$ cat src/rtl/yrgb_pkg.sv
// ---------------------------------------------------------------------------
// yrgb_pkg
// Shared types, constants and rounding helpers for the semi-planar 4:2:0
// to packed three-channel pixel converter.
// ---------------------------------------------------------------------------
package yrgb_pkg;

  // Geometry of one request
  localparam int unsigned PIXELS       = 8;
  localparam int unsigned CHROMA_PAIRS = 4;
  localparam int unsigned CHANNELS     = 3;
  localparam int unsigned WORD_W       = 64;

  // Widths of the datapath: products fit 18 bits signed, channel terms 12
  localparam int unsigned PROD_W = 18;
  localparam int unsigned TERM_W = 12;

  // Fixed-point coefficients, scale 1/256
  localparam logic signed [PROD_W-1:0] CHROMA_BIAS = 18'sd128;
  localparam logic signed [PROD_W-1:0] COEF_C0_U   = 18'sd104;
  localparam logic signed [PROD_W-1:0] COEF_C1_V   = 18'sd89;
  localparam logic signed [PROD_W-1:0] COEF_C1_U   = 18'sd183;
  localparam logic signed [PROD_W-1:0] COEF_C2_V   = 18'sd199;
  localparam logic signed [PROD_W-1:0] ROUND_UP    = 18'sd255;

  typedef logic signed [TERM_W-1:0] term_t;

  // Chroma contributions shared by the two pixels of one pair
  typedef struct packed {
    term_t c0;
    term_t c1;
    term_t c2;
  } chroma_terms_t;

  typedef struct packed {
    logic [WORD_W-1:0] luma_word;
    logic [WORD_W-1:0] chroma_word;
  } yrgb_in_t;

  typedef struct packed {
    logic [WORD_W-1:0] rgb_word_low;
    logic [WORD_W-1:0] rgb_word_mid;
    logic [WORD_W-1:0] rgb_word_high;
  } yrgb_out_t;

  // Divide by 256, rounding toward zero
  function automatic logic signed [PROD_W-1:0] div256_trunc(
      input logic signed [PROD_W-1:0] p);
    logic signed [PROD_W-1:0] biased;
    biased = p + ROUND_UP;
    return p[PROD_W-1] ? (biased >>> 8) : (p >>> 8);
  endfunction

  // Divide by 256, rounding toward minus infinity
  function automatic logic signed [PROD_W-1:0] div256_floor(
      input logic signed [PROD_W-1:0] p);
    return p >>> 8;
  endfunction

endpackage

$ cat src/rtl/yrgb_chroma_lane.sv
// ---------------------------------------------------------------------------
// yrgb_chroma_lane
// One chroma pair: removes the bias, scales by the fixed-point coefficients
// and registers the three channel terms shared by two pixels.
// ---------------------------------------------------------------------------
module yrgb_chroma_lane
  import yrgb_pkg::*;
(
  input  logic          clk_i,
  input  logic          load_i,
  input  logic [7:0]    u_i,
  input  logic [7:0]    v_i,
  output chroma_terms_t terms_o
);

  logic signed [PROD_W-1:0] du, dv;
  logic signed [PROD_W-1:0] p_c0u, p_c1v, p_c1u, p_c2v;
  logic signed [PROD_W-1:0] t0, t1, t2;
  chroma_terms_t            terms_d, terms_q;

  // Center chroma and form the products
  always_comb begin
    du    = $signed({{(PROD_W-8){1'b0}}, u_i}) - CHROMA_BIAS;
    dv    = $signed({{(PROD_W-8){1'b0}}, v_i}) - CHROMA_BIAS;
    p_c0u = du * COEF_C0_U;
    p_c1v = dv * COEF_C1_V;
    p_c1u = du * COEF_C1_U;
    p_c2v = dv * COEF_C2_V;
    t0    = du + div256_trunc(p_c0u);
    t1    = -div256_floor(p_c1v) - div256_trunc(p_c1u);
    t2    = dv + div256_floor(p_c2v);
    terms_d.c0 = t0[TERM_W-1:0];
    terms_d.c1 = t1[TERM_W-1:0];
    terms_d.c2 = t2[TERM_W-1:0];
  end

  // Hold the terms while the stage is stalled
  always_ff @(posedge clk_i) begin
    if (load_i) begin
      terms_q <= terms_d;
    end
  end

  assign terms_o = terms_q;

endmodule

$ cat src/rtl/yrgb_pixel_lane.sv
// ---------------------------------------------------------------------------
// yrgb_pixel_lane
// One pixel: adds luma to the shared chroma terms and clamps each channel
// to the byte range.
// ---------------------------------------------------------------------------
module yrgb_pixel_lane
  import yrgb_pkg::*;
(
  input  logic [7:0]    luma_i,
  input  chroma_terms_t terms_i,
  output logic [7:0]    c0_o,
  output logic [7:0]    c1_o,
  output logic [7:0]    c2_o
);

  term_t y_ext;
  term_t s0, s1, s2;

  function automatic logic [7:0] clamp_byte(input term_t x);
    if (x[TERM_W-1]) begin
      return 8'd0;
    end else if (x > term_t'(255)) begin
      return 8'hFF;
    end
    return x[7:0];
  endfunction

  // Sum and saturate each channel
  always_comb begin
    y_ext = $signed({{(TERM_W-8){1'b0}}, luma_i});
    s0    = y_ext + terms_i.c0;
    s1    = y_ext + terms_i.c1;
    s2    = y_ext + terms_i.c2;
    c0_o  = clamp_byte(s0);
    c1_o  = clamp_byte(s1);
    c2_o  = clamp_byte(s2);
  end

endmodule

$ cat src/rtl/yuv420sp_to_rgb_8px_unit.sv
// ---------------------------------------------------------------------------
// yuv420sp_to_rgb_8px_unit
// Converts eight semi-planar 4:2:0 pixels per request into 24 packed bytes.
//
// Input channel: in_valid_i / in_stall_o carry one request of a luma word
// (eight Y bytes, pixel 0 in bits 7..0) and a chroma word (four U,V pairs,
// U in the even byte). Pair k serves pixels 2k and 2k+1.
// Output channel: out_valid_o / out_stall_i carry three 64-bit words holding
// output byte 3*p+c = channel c of pixel p, little-endian.
// Two register stages: the first stage, then the output register behind out_valid_o.
// Throughput: one request per cycle while the output is not stalled; four
// chroma lanes compute the shared terms in the first stage, eight pixel lanes
// add luma, clamp and pack into the output register in the second.
// A stalled output holds its word; the first stage still fills while empty, so
// two requests can sit in the block before in_stall_o rises.
// Reset empties both stages; no request is in flight afterward.
// ---------------------------------------------------------------------------
module yuv420sp_to_rgb_8px_unit
  import yrgb_pkg::*;
(
  input  logic      clk_i,
  input  logic      rst_ni,
  input  logic      in_valid_i,
  output logic      in_stall_o,
  input  yrgb_in_t  in_i,
  output logic      out_valid_o,
  input  logic      out_stall_i,
  output yrgb_out_t out_o
);

  logic                        s1_valid_q, s1_valid_d;
  logic                        out_valid_q, out_valid_d;
  logic                        out_load, s1_load;
  logic [WORD_W-1:0]           luma_q;
  chroma_terms_t               terms [CHROMA_PAIRS];
  logic [8*PIXELS*CHANNELS-1:0] rgb_flat;
  yrgb_out_t                   out_d, out_q;

  // Stage control: each stage loads when it is empty or its content moves on
  always_comb begin
    out_load    = !out_valid_q || !out_stall_i;
    s1_load     = !s1_valid_q || out_load;
    in_stall_o  = !s1_load;
    s1_valid_d  = s1_load ? in_valid_i : s1_valid_q;
    out_valid_d = out_load ? s1_valid_q : out_valid_q;
  end

  always_ff @(posedge clk_i or negedge rst_ni) begin
    if (!rst_ni) begin
      s1_valid_q  <= 1'b0;
      out_valid_q <= 1'b0;
    end else begin
      s1_valid_q  <= s1_valid_d;
      out_valid_q <= out_valid_d;
    end
  end

  // Stage 1: register luma alongside the chroma lane terms
  always_ff @(posedge clk_i) begin
    if (s1_load) begin
      luma_q <= in_i.luma_word;
    end
  end

  for (genvar k = 0; k < CHROMA_PAIRS; k++) begin : g_chroma
    yrgb_chroma_lane u_chroma (
      .clk_i   (clk_i),
      .load_i  (s1_load),
      .u_i     (in_i.chroma_word[16*k +: 8]),
      .v_i     (in_i.chroma_word[16*k+8 +: 8]),
      .terms_o (terms[k])
    );
  end

  // Stage 2: pixel lanes write their bytes into the packed result
  for (genvar p = 0; p < PIXELS; p++) begin : g_pixel
    yrgb_pixel_lane u_pixel (
      .luma_i  (luma_q[8*p +: 8]),
      .terms_i (terms[p/2]),
      .c0_o    (rgb_flat[8*(CHANNELS*p)   +: 8]),
      .c1_o    (rgb_flat[8*(CHANNELS*p+1) +: 8]),
      .c2_o    (rgb_flat[8*(CHANNELS*p+2) +: 8])
    );
  end

  // Merge bytes into the three output words
  always_comb begin
    out_d.rgb_word_low  = rgb_flat[WORD_W-1:0];
    out_d.rgb_word_mid  = rgb_flat[2*WORD_W-1:WORD_W];
    out_d.rgb_word_high = rgb_flat[3*WORD_W-1:2*WORD_W];
  end

  always_ff @(posedge clk_i) begin
    if (out_load && s1_valid_q) begin
      out_q <= out_d;
    end
  end

  assign out_valid_o = out_valid_q;
  assign out_o       = out_q;

  // Checks on stage control
  a_empty_no_stall: assert property (@(posedge clk_i) disable iff (!rst_ni)
    !s1_valid_q |-> !in_stall_o)
    else $error("input stalled with empty first stage");

  a_accept_fills: assert property (@(posedge clk_i) disable iff (!rst_ni)
    (in_valid_i && !in_stall_o) |=> s1_valid_q)
    else $error("accepted request lost in first stage");

  a_hold_s1: assert property (@(posedge clk_i) disable iff (!rst_ni)
    (s1_valid_q && out_valid_q && out_stall_i) |=> (s1_valid_q && $stable(luma_q)))
    else $error("first stage changed while blocked");

  a_advance: assert property (@(posedge clk_i) disable iff (!rst_ni)
    (s1_valid_q && (!out_valid_q || !out_stall_i)) |=> out_valid_o)
    else $error("first stage content did not reach output");

endmodule
$ cat config.mk
export PLATFORM = sky130hd
export DESIGN_NAME = yuv420sp_to_rgb_8px_unit
export DESIGN_NICKNAME = d
export VERILOG_FILES = /design/src/rtl/yrgb_pkg.sv /design/src/rtl/yrgb_chroma_lane.sv /design/src/rtl/yrgb_pixel_lane.sv /design/src/rtl/yuv420sp_to_rgb_8px_unit.sv
export SDC_FILE = /design/constraint.sdc
export NUM_CORES = 2
export LEC_CHECK = 0
export ABC_AREA = 1
export BUFFER_PORTS_ARGS = -buffer_cell sky130_fd_sc_hd__clkbuf_2
export CAP_MARGIN = 25
export CORE_ASPECT_RATIO = 1.1
export CORE_UTILIZATION = 30
export CTS_CLUSTER_SIZE = 10
export DETAILED_ROUTE_END_ITERATION = 7
export PLACE_DENSITY = 0.43
export SYNTH_ARGS = -nofsm -noshare
export SYNTH_HDL_FRONTEND = slang
export SYNTH_HIERARCHICAL = 1
export SYNTH_SLANG_ARGS = --single-unit
$ cat constraint.sdc
create_clock -name clk_i -period 16.7 [get_ports clk_i]
set_clock_uncertainty 0.2 [all_clocks]
set_input_delay 2.505 -clock clk_i [delete_from_list [all_inputs] [get_ports clk_i]]
set_output_delay 2.505 -clock clk_i [all_outputs]
set_load 0.1 [all_outputs]
* Word level (Yosys, flattened, before mapping)
Cells that the tools add are included.
** Storage, ports and cells
- Bits in registers :: 402
- Input bits :: 132
- Logic and storage cells :: 249
** Cells by class
- $add $sub $neg :: 56
- Multipliers :: 16
- Magnitude comparators :: 24
- Multiplexer cells :: 128
- Reduce and logical (&&, ||, !) cells :: 7
** Operator list (number)
- $mux W8 :: 72
- $add A9 B12 Y12 :: 28
- $gt A12 B9 Y1 const B :: 24
- $add A18 B9 Y18 const B :: 8
- $mul A9 B9 Y18 const B :: 8
- $mux W12 :: 8
- $sub A8 B8 Y9 const B :: 8
- $mul A9 B8 Y17 const B :: 4
- $mul A9 B5 Y14 const B :: 4
- $mux W1 :: 48
- $neg A10 Y12 :: 4
- $sub A12 B12 Y12 :: 4
- $add A9 B10 Y11 :: 4
- $logic_not A1 Y1 :: 4
- $logic_or A1 B1 Y1 :: 2
- $logic_and A1 B1 Y1 :: 1

* Logic depth before layout (Yosys ltp)
- Depth in word-level cells :: 5
- Gate-level depth with buffers :: 36
- Depth with buffers taken out :: 36

* Cells and area by module
The synthesis kept the hierarchy.
** By module, submodules not included
- yrgb_pixel_lane at g_pixel[0].u_pixel ... :: times used 7, cells each 341, area an instance 1898.1 um^2
- yrgb_chroma_lane at g_chroma[0].u_chroma :: times used 1, cells each 983, area an instance 7800.0 um^2
- yrgb_chroma_lane at g_chroma[1].u_chroma :: times used 1, cells each 988, area an instance 7788.7 um^2
- yuv420sp_to_rgb_8px_unit :: times used 1, cells each 266, area an instance 7775.0 um^2
- yrgb_chroma_lane at g_chroma[3].u_chroma :: times used 1, cells each 967, area an instance 7722.4 um^2
- yrgb_chroma_lane at g_chroma[2].u_chroma :: times used 1, cells each 948, area an instance 7599.8 um^2
- yrgb_pixel_lane at g_pixel[6].u_pixel :: times used 1, cells each 341, area an instance 1866.8 um^2

* Worst setup path after synthesis
OpenSTA, ideal clock, no wires.
- Kind :: input port to flip-flop
- Start :: in out_stall_i
- End :: reg out_q, in the netlist out_o[0] (enable)
- Library setup time :: 0.807 ns
- Arrival :: 11.512 ns
- Data required time :: 15.693 ns
- Setup slack :: 4.182 ns
- Stages :: 1
- Buffers on the path :: 0
- Path through :: a21oi_1
** On the way
- Word-level cells in the longest chain between the ends :: 3
** Ends and longest elaborated chain
- from (decl) :: line yuv420sp_to_rgb_8px_unit.sv:27 : input logic out_stall_i,
- $logic_not A1 Y1 :: line yuv420sp_to_rgb_8px_unit.sv:41 : out_load = !out_valid_q || !out_stall_i;
- $logic_or A1 B1 Y1 :: line yuv420sp_to_rgb_8px_unit.sv:41
- $logic_and A1 B1 Y1 :: line yuv420sp_to_rgb_8px_unit.sv:94 : if (out_load && s1_valid_q) begin
- to (signal assigned) :: line yuv420sp_to_rgb_8px_unit.sv:95 : out_q <= out_d;
- to (decl) :: line yuv420sp_to_rgb_8px_unit.sv:37 : yrgb_out_t out_d, out_q;
No other way between the ends.
A chain may end at the register's enable or synchronous reset.

* Worst setup path after layout
- Start :: in in_i[39] in the netlist's numbering
- End :: reg g_chroma[2].u_chroma.terms_q, in the netlist g_chroma[2].u_chroma/terms_o[23] (data pin)
** On the way
- Word-level cells in the longest chain between the ends :: 5
** Ends and longest elaborated chain
- from (decl) :: line yuv420sp_to_rgb_8px_unit.sv:25 : input yrgb_in_t in_i,
- $sub A8 B8 Y9 * :: line yrgb_chroma_lane.sv:23 : du = $signed({{(PROD_W-8){1'b0}}, u_i}) - CHROMA_BIAS;
- $mul A9 B9 Y18 * :: line yrgb_chroma_lane.sv:27 : p_c1u = du * COEF_C1_U;
- $add A18 B9 Y18 :: line yrgb_pkg.sv:50 : biased = p + ROUND_UP;
- $mux W12 * :: line yrgb_pkg.sv:51 : return p[PROD_W-1] ? (biased >>> 8) : (p >>> 8);
- $sub A12 B12 Y12 * :: line yrgb_chroma_lane.sv:30 : t1 = -div256_floor(p_c1v) - div256_trunc(p_c1u);
- named net g_chroma[2].u_chroma.t1[11] :: line yrgb_chroma_lane.sv:18 : logic signed [PROD_W-1:0] t0, t1, t2;
- to (signal assigned) :: line yrgb_chroma_lane.sv:40 : terms_q <= terms_d;
- to (decl) :: line yrgb_chroma_lane.sv:19 : chroma_terms_t terms_d, terms_q;
The timed path passes the listed nets; every way through them passes the cells marked *.

==> reports/metrics.yaml <==
holdPathStages: 2
layout.nets: 8496
synth_most_common_cell: "nand2_1"
grt-busiest-layer: "met2"
cts_tree: "done"
yosysSeqAreaShare_pct: 22.2
clock.fmax_mhz: 107
gp_congestion: 0.847
grt_max_degree: 66
fin_tns_setup_ns: 0
slew_headroom_pct: 39.1
cts_sinks: 398
finalCoreUtilization_pct: 33.8
syn_area_mm2: 0.0538
crit_required_ns: 16.97
crit_path_max_fanout: 19
grt_overflow: 0
r2r_slack_ns: 13.54
hold_class: "reg -> reg"
antenna_left: 0
hpwl_um: 121000
drt-total-wl_um: 141000
finalHoldViolCount: 0
post_cts_buffers: 0
leakage_nw: 31.6
synth_edf_count: 396
comb_power_share_pct: 73.9
synth_cell_type_count: 54
numCtsBuffers: 54
min_from: "s1_valid_q"
firstDrtPassIters: 7
first_iter_violations: 1630
p_int_w: 0.00564
die_x_um: 406
power.share.sequential_pct: 17.5
grt_use_met3_pct: 2.11
switching_share_pct: 55.2
grt.total_usage_pct: 15.6
cts_buffer_depth: 3
grt_pass1_vias: 43000
clkLatencyLatePin_ns: 0.67
vias: 43300
p_clk_share_pct: 8.7
final_layout_size_suffix_gt1_share_pct: 10.6
root_buffer: "clkbuf_16"
critPathSlowestCell: "clkinv_1"
final_area_mm2: 0.0600
yosys.area.top_type: "edfxtp_1"
ctsHoldBuffers: 0
io_buffers: 325
die-area_mm2: 0.181
grt.met1_usage_pct: 20.4
rr_endpoint: "out_o[113]"
cts_max_level: 2
synth_common_cells: "nand2_1 (1626), inv_1 (1442), ha_1 (840)"
syn_inst: 6880
synthesis.nets: 8124
die_height_um: 446
drc: 0
core_region_area_mm2: 0.178
status: "finished clean"
crit_type: "in -> reg"
antenna_found_initial: 19
area_growth_pct: 11.5
fin_crit_sh_pct: 56.2
yosys_most_used_dff: "edfxtp_1"
cp.arrival_ns: 9.65
hold_end: "out_valid_o"
start_util_pct: 30.3
yosysWarningCount: 6
finalMaxSlewViolations: 0
dpl_cell_area_mm2: 0.0584
slowest_delay_ns: 0.80
ys_ff_latch: 398
setup_viol: 0
tightest_slew_ns: 0.914
crit-reg2reg-launch: "out_valid_o"
yosysTopAreaCellShare_pct: 22.1
yosys-top-cells-area: "edfxtp_1 (22%), ha_1 (20%), nand2_1 (11%)"
period_needed_ns: 9.38
path_clk_slew_ns: 0.06
io_pins: 326
post_drt_wl_per_cell_um: 14.6
drv_cap: 0
num_rows: 162
ys_async_sr_fraction_pct: 0.503
cp-end-kind: "register"
viasPerCell: 4.48
rsz0062_at_grt: "false"
grt_pass1_wl_um: 226000
switchingPower_w: 0.00696
r2r_cells: 4
worst_setup_path_start_kind: "input port"
syn_area_per_cell_um2: 7.83
use_met2_pct: 27.0
cts.repair.resized: 0
irDropWorstVdd_v: 0.000157
power_density_mw_per_mm2: 210
-- registers in the layout (all words and copies together), names as in the netlist --
name	count
g_chroma.u_chroma/terms_o	140
out_valid_o	1
luma_q	64
s1_valid_q	1
out_o	192
-- per-stage QoR --
| stage | worst slack, ns | hold slack [ns] | total power [W] | cells |
|---|---|---|---|---|
| after floorplan | 4.18 | 0.266 | 0.00955 | 6880 |
| after detailed placement | 6.66 | 0.368 | 0.0116 | 9574 |
| after global placement | 6.68 | 0.362 | 0.0116 | 9574 |
| after CTS | 7.37 | 0.378 | 0.0128 | 9664 |
| final | 7.32 | 0.378 | 0.0126 | 9668 |
| after global routing | 6.83 | 0.404 | 0.0140 | 9667 |
-- routing by layer --
metal	wire, um	up-vias
li1	-	22900
met1	67000	19800
met2	66400	486
met3	5240	128
met4	2510	20
met5	120	-
-- final cells by class --
cell class | instances | area, um2
Fill cell | 19000 | 118000
Sequential cell | 398 | 11900
Clock buffer | 64 | 1410
Timing Repair Buffer | 332 | 1680
Tap cell | 2378 | 2980
Multi-Input combinational cell | 4974 | 36200
Inverter | 1492 | 5600
Clock inverter | 26 | 211
Antenna cell | 4 | 10.0
-- power by group through the flow --
stage	logic, W	clock network (W)	registers (W)
global placement	0.00932	0	0.00224
CTS	0.00941	0.00115	0.00222
detailed placement	0.00935	0	0.00224
floorplan	0.00638	0	0.00317
finish	0.00931	0.00109	0.00220
global route	0.0106	0.00118	0.00225
-- placed cells by master, fill, tap and decap left out, drive strengths merged, types with 8 or more instances in the layout --
master and count:
nand3 538, nand3b 90, xnor2 155, ha 840, nand4 186, clkinv 20, fa 272, a21boi 16
o21ai 75, or2 21, edfxtp 396, nor3 31, a21o 20, nor2 363, a31oi 15, clkbuf 389
inv 1492, o21bai 19, nand2 1759, o31ai 8, a21oi 309, xor2 220, o2111ai 8
-- critical path, delay by kind of cell --
kind            cells  cell delay (ns)
buf+inv             4             1.28
simple gates       13             1.37
compound gates      4             0.66
xor+xnor            2             0.37
fa+ha+maj           8             3.43
-- cell families (layout without fill, tap and decap cells) --
kind of cell	Yosys count	in the layout	synth area share, %
other cells	0	4	0
buf+inv	1508	1914	10.6
compound gates	489	489	5.55
simple gates	2998	2998	25.8
fa+ha+maj	1112	1112	29.6
xor+xnor	375	375	6.20
flops	398	398	22.2
-- worst max path at each step --
stage                      startpoint                          endpoint  depth (start not counted)
after floorplan           out_stall_i                          out_o[0]                          1
after global routing         in_i[39]  g_chroma[2].u_chroma/terms_o[23]                         31
after detailed placement     in_i[39]  g_chroma[2].u_chroma/terms_o[21]                         29
after global placement       in_i[39]  g_chroma[2].u_chroma/terms_o[21]                         29
after CTS                    in_i[39]  g_chroma[2].u_chroma/terms_o[23]                         31
final                        in_i[39]  g_chroma[2].u_chroma/terms_o[23]                         31
Note: power is estimated with default switching activity, not from simulation.
